[src/design/slot_allocator_mark_sweep_macros.svh]
// assertion macros used by the slot allocator top level
// needs clk and rst_n in the scope where a macro is used
`ifndef SLOT_ALLOCATOR_MARK_SWEEP_MACROS_SVH
`define SLOT_ALLOCATOR_MARK_SWEEP_MACROS_SVH

// same-cycle implication, sampled on the rising clock edge, off during reset
`define SAM_ASSERT_IMPL(label, ante, cons, msg) \
    label: assert property (@(posedge clk) disable iff (!rst_n) (ante) |-> (cons)) \
        else $error(msg);

// next-cycle implication, sampled on the rising clock edge, off during reset
`define SAM_ASSERT_NEXT(label, ante, cons, msg) \
    label: assert property (@(posedge clk) disable iff (!rst_n) (ante) |=> (cons)) \
        else $error(msg);

`endif

[src/design/sam_pkg.sv]
// shared sizes, codes and types of the slot allocator
// no dependencies
package sam_pkg;

    localparam int SLOTS     = 1024;
    localparam int SLOT_W    = $clog2(SLOTS);
    localparam int CNT_W     = $clog2(SLOTS + 1);
    localparam int WORD_BITS = 32;
    localparam int BIT_W     = $clog2(WORD_BITS);
    localparam int WORDS     = SLOTS / WORD_BITS;
    localparam int WADDR_W   = (WORDS > 1) ? $clog2(WORDS) : 1;

    typedef enum logic [1:0] {
        OP_ALLOC   = 2'd0,
        OP_MARK    = 2'd1,
        OP_COLLECT = 2'd2,
        OP_SWEEP   = 2'd3
    } sam_op_t;

    typedef enum logic [1:0] {
        STAT_OK  = 2'd0,
        STAT_OOM = 2'd1,
        STAT_DUP = 2'd2
    } sam_status_t;

    typedef enum logic [2:0] {
        ST_IDLE,
        ST_SLOT,
        ST_TEST,
        ST_SW_RD,
        ST_SW_LOAD,
        ST_SW_BITS
    } sam_state_t;

    // requests from the sequencer to the bitmap store
    typedef struct packed {
        logic                 rd_en;
        logic [WADDR_W-1:0]   rd_addr;
        logic                 wr_en;
        logic [WADDR_W-1:0]   wr_addr;
        logic [WORD_BITS-1:0] wr_data;
        logic                 flip;
        logic                 clr_snap;
    } sam_bm_ctl_t;

endpackage

[src/design/sam_bitmap.sv]
// ping-pong bitmap store: one bank is the in-use map, the other the snapshot
// depends on sam_pkg
module sam_bitmap
    import sam_pkg::*;
(
    input  logic                 clk,
    input  logic                 rst_n,
    input  sam_bm_ctl_t          ctl,
    output logic [WORD_BITS-1:0] inuse_word,
    output logic [WORD_BITS-1:0] snap_word
);

    logic                 sel_reg;
    logic                 sel_next;
    logic [WORDS-1:0]     vld0_reg;
    logic [WORDS-1:0]     vld0_next;
    logic [WORDS-1:0]     vld1_reg;
    logic [WORDS-1:0]     vld1_next;
    logic                 rv0_reg;
    logic                 rv1_reg;
    logic [WORD_BITS-1:0] rd0_reg;
    logic [WORD_BITS-1:0] rd1_reg;
    logic [WORD_BITS-1:0] mem0 [WORDS];
    logic [WORD_BITS-1:0] mem1 [WORDS];
    logic [WORD_BITS-1:0] word0;
    logic [WORD_BITS-1:0] word1;

    // bank select and word valid bits; a word not valid reads as zero
    always_comb
    begin
        sel_next  = sel_reg;
        vld0_next = vld0_reg;
        vld1_next = vld1_reg;
        if (ctl.flip)
        begin
            sel_next = ~sel_reg;
            if (sel_reg)
                vld0_next = '0;
            else
                vld1_next = '0;
        end
        else if (ctl.clr_snap)
        begin
            if (sel_reg)
                vld0_next = '0;
            else
                vld1_next = '0;
        end
        if (ctl.wr_en)
        begin
            if (sel_reg)
                vld1_next[ctl.wr_addr] = 1'b1;
            else
                vld0_next[ctl.wr_addr] = 1'b1;
        end
    end

    always_ff @(posedge clk or negedge rst_n)
    begin
        if (!rst_n)
        begin
            sel_reg  <= 1'b0;
            vld0_reg <= '0;
            vld1_reg <= '0;
            rv0_reg  <= 1'b0;
            rv1_reg  <= 1'b0;
        end
        else
        begin
            sel_reg  <= sel_next;
            vld0_reg <= vld0_next;
            vld1_reg <= vld1_next;
            if (ctl.rd_en)
            begin
                rv0_reg <= vld0_reg[ctl.rd_addr];
                rv1_reg <= vld1_reg[ctl.rd_addr];
            end
        end
    end

    // bank arrays, writes go to the in-use bank only
    always_ff @(posedge clk)
    begin
        if (ctl.wr_en && !sel_reg)
            mem0[ctl.wr_addr] <= ctl.wr_data;
        if (ctl.rd_en)
            rd0_reg <= mem0[ctl.rd_addr];
    end

    always_ff @(posedge clk)
    begin
        if (ctl.wr_en && sel_reg)
            mem1[ctl.wr_addr] <= ctl.wr_data;
        if (ctl.rd_en)
            rd1_reg <= mem1[ctl.rd_addr];
    end

    // route read data by role
    assign word0      = rd0_reg & {WORD_BITS{rv0_reg}};
    assign word1      = rd1_reg & {WORD_BITS{rv1_reg}};
    assign inuse_word = sel_reg ? word1 : word0;
    assign snap_word  = sel_reg ? word0 : word1;

endmodule

[config.mk]
export PLATFORM = sky130hd
export DESIGN_NAME = sam_bitmap
export DESIGN_NICKNAME = d
export VERILOG_FILES = /design/src/design/slot_allocator_mark_sweep_macros.svh /design/src/design/sam_pkg.sv /design/src/design/sam_bitmap.sv
export SDC_FILE = /design/constraint.sdc
export NUM_CORES = 2
export LEC_CHECK = 0
export BUFFER_PORTS_ARGS = -buffer_cell sky130_fd_sc_hd__clkbuf_2
export CAP_MARGIN = 0
export CORE_MARGIN = 1.5
export CORE_UTILIZATION = 45
export DETAILED_ROUTE_END_ITERATION = 7
export GPL_TIMING_DRIVEN = 0
export HOLD_SLACK_MARGIN = 0.06
export PLACE_DENSITY = 0.69
export SLEW_MARGIN = 20
export SYNTH_ARGS = -nofsm -noshare
export SYNTH_HDL_FRONTEND = slang
export SYNTH_SLANG_ARGS = --single-unit
[constraint.sdc]
create_clock -name clk -period 8 [get_ports clk]
set_input_delay 0.8 -clock clk [delete_from_list [all_inputs] [get_ports clk]]
set_output_delay 0.8 -clock clk [all_outputs]
set_load 0.01 [all_outputs]
==> impl_results.html <==
<table>
<tr><th>Metric</th><th>Value</th></tr>
<tr><th colspan="2">Floorplan</th></tr>
<tr><td>Die outline height</td><td>434 µm</td></tr>
<tr><td>Num ports</td><td>roughly 110</td></tr>
<tr><td>Initial standard-cell utilization of the core</td><td>between 40% and 50%</td></tr>
<tr><td>Core region area</td><td>185000 µm²</td></tr>
<tr><td>Die span in x</td><td>around 430 µm</td></tr>
<tr><td>Number of placement rows</td><td>158</td></tr>
<tr><td>Die area</td><td>about 190000 µm²</td></tr>
<tr><th colspan="2">Yosys</th></tr>
<tr><td>Area fraction in compound gates after synthesis</td><td>~1.9%</td></tr>
<tr><td>Dominant combinational cell family by area after synthesis</td><td>multiplexers</td></tr>
<tr><td>Number of flip-flops and latches in the synthesized netlist</td><td>2179</td></tr>
<tr><td>Share of flip-flops with an asynchronous set or reset after synthesis</td><td>just over 3%</td></tr>
<tr><td>Count of distinct cell types in the synthesized netlist</td><td>38</td></tr>
<tr><td>Arithmetic-cell share of the synthesized area counting full adders, half adders and majority gates</td><td>0%</td></tr>
<tr><td>Post-Syn Area</td><td>about 84000 µm²</td></tr>
<tr><td>Sequential cell area fraction in the yosys report</td><td>slightly below 80%</td></tr>
<tr><td>Top-area cell type share of the netlist area</td><td>between 70% and 80%</td></tr>
<tr><td>Number of enable flip-flop cells after synthesis</td><td>approximately 2100</td></tr>
<tr><td>Multiplexer area fraction after synthesis</td><td>roughly 17%</td></tr>
<tr><td>Share of the synthesized netlist area taken by xor and xnor gates</td><td>less than 1%</td></tr>
<tr><td>Area contributors post-synth</td><td>edfxtp_1 (76%), mux4_2 (15%), dfrtp_1 (2.0%)</td></tr>
<tr><td>Top-count cell post-synth</td><td>edfxtp_1</td></tr>
<tr><td>Commonest cells post-synth</td><td>edfxtp_1 (2112), mux4_2 (568), nand2_1 (180)</td></tr>
<tr><td>Net Count, Synth</td><td>roughly 3700</td></tr>
<tr><td>Flip-flop cell with the highest count after synthesis</td><td>edfxtp_1</td></tr>
<tr><td>Simple-gate share of the synthesized area</td><td>~1.7%</td></tr>
<tr><td>Largest area contributor in the synthesized netlist</td><td>edfxtp_1</td></tr>
<tr><td>Mean instance size in the synthesized netlist</td><td>22.6 µm²</td></tr>
<tr><td>Number of cells produced by synthesis</td><td>roughly 3700</td></tr>
<tr><td>Yosys synthesis warning count</td><td>0</td></tr>
<tr><th colspan="2">Drt</th></tr>
<tr><td>Remaining DRCs</td><td>0</td></tr>
<tr><td>Starting DRT DRC Count</td><td>approximately 6500</td></tr>
<tr><td>Average detailed-routed wire length per instance</td><td>36.6 µm</td></tr>
<tr><td>Detailed-route via count</td><td>42800</td></tr>
<tr><td>Detailed-route wire length</td><td>about 250000 µm</td></tr>
<tr><td>Via density per instance</td><td>around 6.3</td></tr>
<tr><td>Number of search-and-repair iterations in the first detailed-routing pass</td><td>5</td></tr>
<tr><td>Post-DRT Antenna Nets</td><td>0</td></tr>
<tr><th colspan="2">Worst setup path</th></tr>
<tr><td>Crit Path Max Fanout</td><td>10</td></tr>
<tr><td>Library cell appearing most often on the critical path</td><td>clkbuf_1</td></tr>
<tr><td>WS Path Type</td><td>reg -&gt; out</td></tr>
<tr><td>Crit path DAT</td><td>5.17 ns</td></tr>
<tr><td>CP startpoint kind</td><td>register</td></tr>
<tr><td>Max stage delay on crit path</td><td>approximately 0.92 ns</td></tr>
<tr><td>Terminus of the critical flop-to-flop path</td><td>mem1[3][16]</td></tr>
<tr><td>Cell with the largest stage delay on the worst path</td><td>clkbuf_1</td></tr>
<tr><td>R2R Path Start</td><td>sel_reg</td></tr>
<tr><td>FF-to-FF setup slack</td><td>a little over 3 ns</td></tr>
<tr><td>Worst path cell trace</td><td>clkbuf_1 &gt; clkbuf_1 &gt; clkbuf_1 &gt; clkbuf_1 &gt; nand3_1 &gt; o21ai_0 &gt; clkbuf_2</td></tr>
<tr><td>Buffering stage count on the worst path with inverters included</td><td>5</td></tr>
<tr><td>Family with the most delay on the worst path</td><td>buffers and inverters</td></tr>
<tr><td>R2r worst-path depth</td><td>6</td></tr>
<tr><td>Critical Path RT</td><td>around 7.2 ns</td></tr>
<tr><td>Kind of end point of the critical path</td><td>primary output</td></tr>
<tr><th colspan="2">Global routing</th></tr>
<tr><td>Global-route wire length before repair</td><td>roughly 340000 µm</td></tr>
<tr><td>Number of global-route vias before repair</td><td>42000</td></tr>
<tr><td>Total congestion overflow after global routing</td><td>0</td></tr>
<tr><td>Largest net degree at the start of global routing</td><td>65</td></tr>
<tr><td>Initial antenna violation count</td><td>15</td></tr>
<tr><td>GR Util All Layers</td><td>26.5%</td></tr>
<tr><th colspan="2">Placement</th></tr>
<tr><td>Pre-CTS setup slack</td><td>3.10 ns</td></tr>
<tr><td>Final estimated routing congestion in global placement</td><td>between 0.9 and 1</td></tr>
<tr><td>Total cell area at the placement stage</td><td>91100 µm²</td></tr>
<tr><td>IO buf count</td><td>roughly 100</td></tr>
<tr><td>Half-perimeter wire length after detailed placement</td><td>170000 µm</td></tr>
<tr><th colspan="2">STA</th></tr>
<tr><td>Max transition margin</td><td>roughly 14%</td></tr>
<tr><td>Final period utilization</td><td>about three quarters</td></tr>
<tr><td>Pins Over Slew Limit</td><td>0</td></tr>
<tr><td>Peak clock frequency supported by timing</td><td>approximately 170 MHz</td></tr>
<tr><td>Final setup skew</td><td>~0.037 ns</td></tr>
<tr><td>Min setup slack post-route</td><td>2.03 ns</td></tr>
<tr><td>Min cycle time layout</td><td>approximately 6 ns</td></tr>
<tr><td>Least-Margin Pin Slew</td><td>1.28 ns</td></tr>
<tr><td>Hold Vio Cnt, Final</td><td>0</td></tr>
<tr><td>Total negative slack for setup checks</td><td>0 ns</td></tr>
<tr><td>Setup repair after global routing missed its margin</td><td>false</td></tr>
<tr><td>Final setup vio count</td><td>0</td></tr>
<tr><th colspan="2">Hold path</th></tr>
<tr><td>Worst Hold Endpoint</td><td>sel_reg</td></tr>
<tr><td>Min-Delay Startpoint</td><td>ctl[1]</td></tr>
<tr><td>Tightest Hold Check Type</td><td>in -&gt; reg</td></tr>
<tr><td>Worst hold path cell count</td><td>2</td></tr>
<tr><th colspan="2">Clocking</th></tr>
<tr><td>Clock Path Buffers</td><td>3</td></tr>
<tr><td>CTS tree</td><td>yes</td></tr>
<tr><td>Total CTS buffers</td><td>206</td></tr>
<tr><td>Root buffer selected by CTS</td><td>clkbuf_16</td></tr>
<tr><td>CTS Hold Buffers Added</td><td>1</td></tr>
<tr><td>Post CTS Setup Buffer Count</td><td>0</td></tr>
<tr><td>Maximum level of the CTS H-tree</td><td>4</td></tr>
<tr><td>Count of instances resized after the clock tree is built</td><td>0</td></tr>
<tr><td>Clock slew at reported path FFs</td><td>about 0.060 ns</td></tr>
<tr><td>Clock insertion delay at the later pin of the skew report</td><td>0.86 ns</td></tr>
<tr><td>Number of clock sinks</td><td>roughly 2200</td></tr>
<tr><th colspan="2">Power and ir drop</th></tr>
<tr><td>Tot Pwr</td><td>approximately 24 mW</td></tr>
<tr><td>Static leakage</td><td>31.7 nW</td></tr>
<tr><td>Power per standard cell area</td><td>~250 nW/µm²</td></tr>
<tr><td>Maximum resistive drop on vdd</td><td>~0.0002 V</td></tr>
<tr><th colspan="2">Layout</th></tr>
<tr><td>Final net count</td><td>between 4000 and 5000</td></tr>
<tr><td>Largest registers in the final layout</td><td>mem0: 1024 flops, mem1: 1024 flops</td></tr>
<tr><td>Final Instance Area</td><td>~98000 µm²</td></tr>
<tr><td>Syn-to-layout area delta</td><td>16.8%</td></tr>
<tr><td>Layout fillers</td><td>approximately 14000</td></tr>
<tr><td>Fin util</td><td>between 50% and 60%</td></tr>
<tr><td>Fraction of final layout cells sized beyond drive strength 1</td><td>between 20 and 30%</td></tr>
<tr><th colspan="2">Run status</th></tr>
<tr><td>Outcome</td><td>complete, no violations</td></tr>
<tr><th colspan="2">Job</th></tr>
<tr><td>Max-cap violation count</td><td>0</td></tr>
</table>
==> cells by family after synthesis <==
kind of cell / count (synthesis)
xor+xnor: 1
simple gates: 341
mux: 742
flops: 2179
compound gates: 225
buf+inv: 213
==> area by class of cell <==
| class | count | area (µm²) | share of cell area, % |
|---|---|---|---|
| multi-input combinational | 1309 | 18100 | 18.5 |
| antenna | 10 | 25.0 | 0.0256 |
| tap | 2480 | 3100 | 3.18 |
| clock inverter | 124 | 1140 | 1.16 |
| timing repair buffer | 243 | 3930 | 4.02 |
| sequential | 2179 | 65100 | 66.6 |
| inverter | 2 | 7.51 | 0.00768 |
| buffer | 211 | 973 | 0.996 |
| clock buffer | 246 | 5370 | 5.49 |
==> how the worst max path moves through the flow <==
stage,slack (ns),start,end,cells past startpoint
2_1_floorplan,4.55,ctl[36],mem1[7][0],4
3_3_place_gp,0.86,sel_reg,mem1[3][6],4
3_5_place_dp,3.10,sel_reg,inuse_word[1],7
4_1_cts,2.19,sel_reg,inuse_word[1],7
5_1_grt,2.21,sel_reg,inuse_word[1],7
6_report,2.03,sel_reg,inuse_word[1],7
==> power breakdown <==
| part | switching (mW) | internal [mW] | total [mW] |
|---|---|---|---|
| clock network | 4.22 | 5.35 | 9.57 |
| registers | 0.0617 | 12.7 | 12.7 |
| logic | 1.26 | 0.548 | 1.81 |
==> per-layer routing <==
layer  vias up  GRT usage (%)  share of wire, %
li1      16500              -                 -
met1     22700           33.2                34
met2      2934           42.8                48
met3       620           5.88                11
met4         8           14.8               6.7
met5         -              0             0.024
==> layout by cell type, fill, tap and decap left out, drive strengths merged, types with 15 or more instances in the layout <==
cell	Yosys	final
a21o	69	69
a221o	15	15
buf	101	252
bufinv	0	18
clkbuf	110	447
clkinv	0	92
dfrtp	67	67
edfxtp	2112	2112
mux2	22	22
mux2i	152	152
mux4	568	568
nand2	180	180
nand3	74	74
nor2	68	68
o21ai	65	65
o221ai	19	19
o22a	19	19
o22ai	25	25
==> through the flow <==
stage / std cells / hold slack [ns]
floorplan: 3701 / 0.444
global placement: 6284 / 0.453
detailed placement: 6423 / 0.462
CTS: 6794 / 0.126
global route: 6800 / 0.166
finish: 6804 / 0.166
Note: power is estimated with default switching activity, not from simulation.
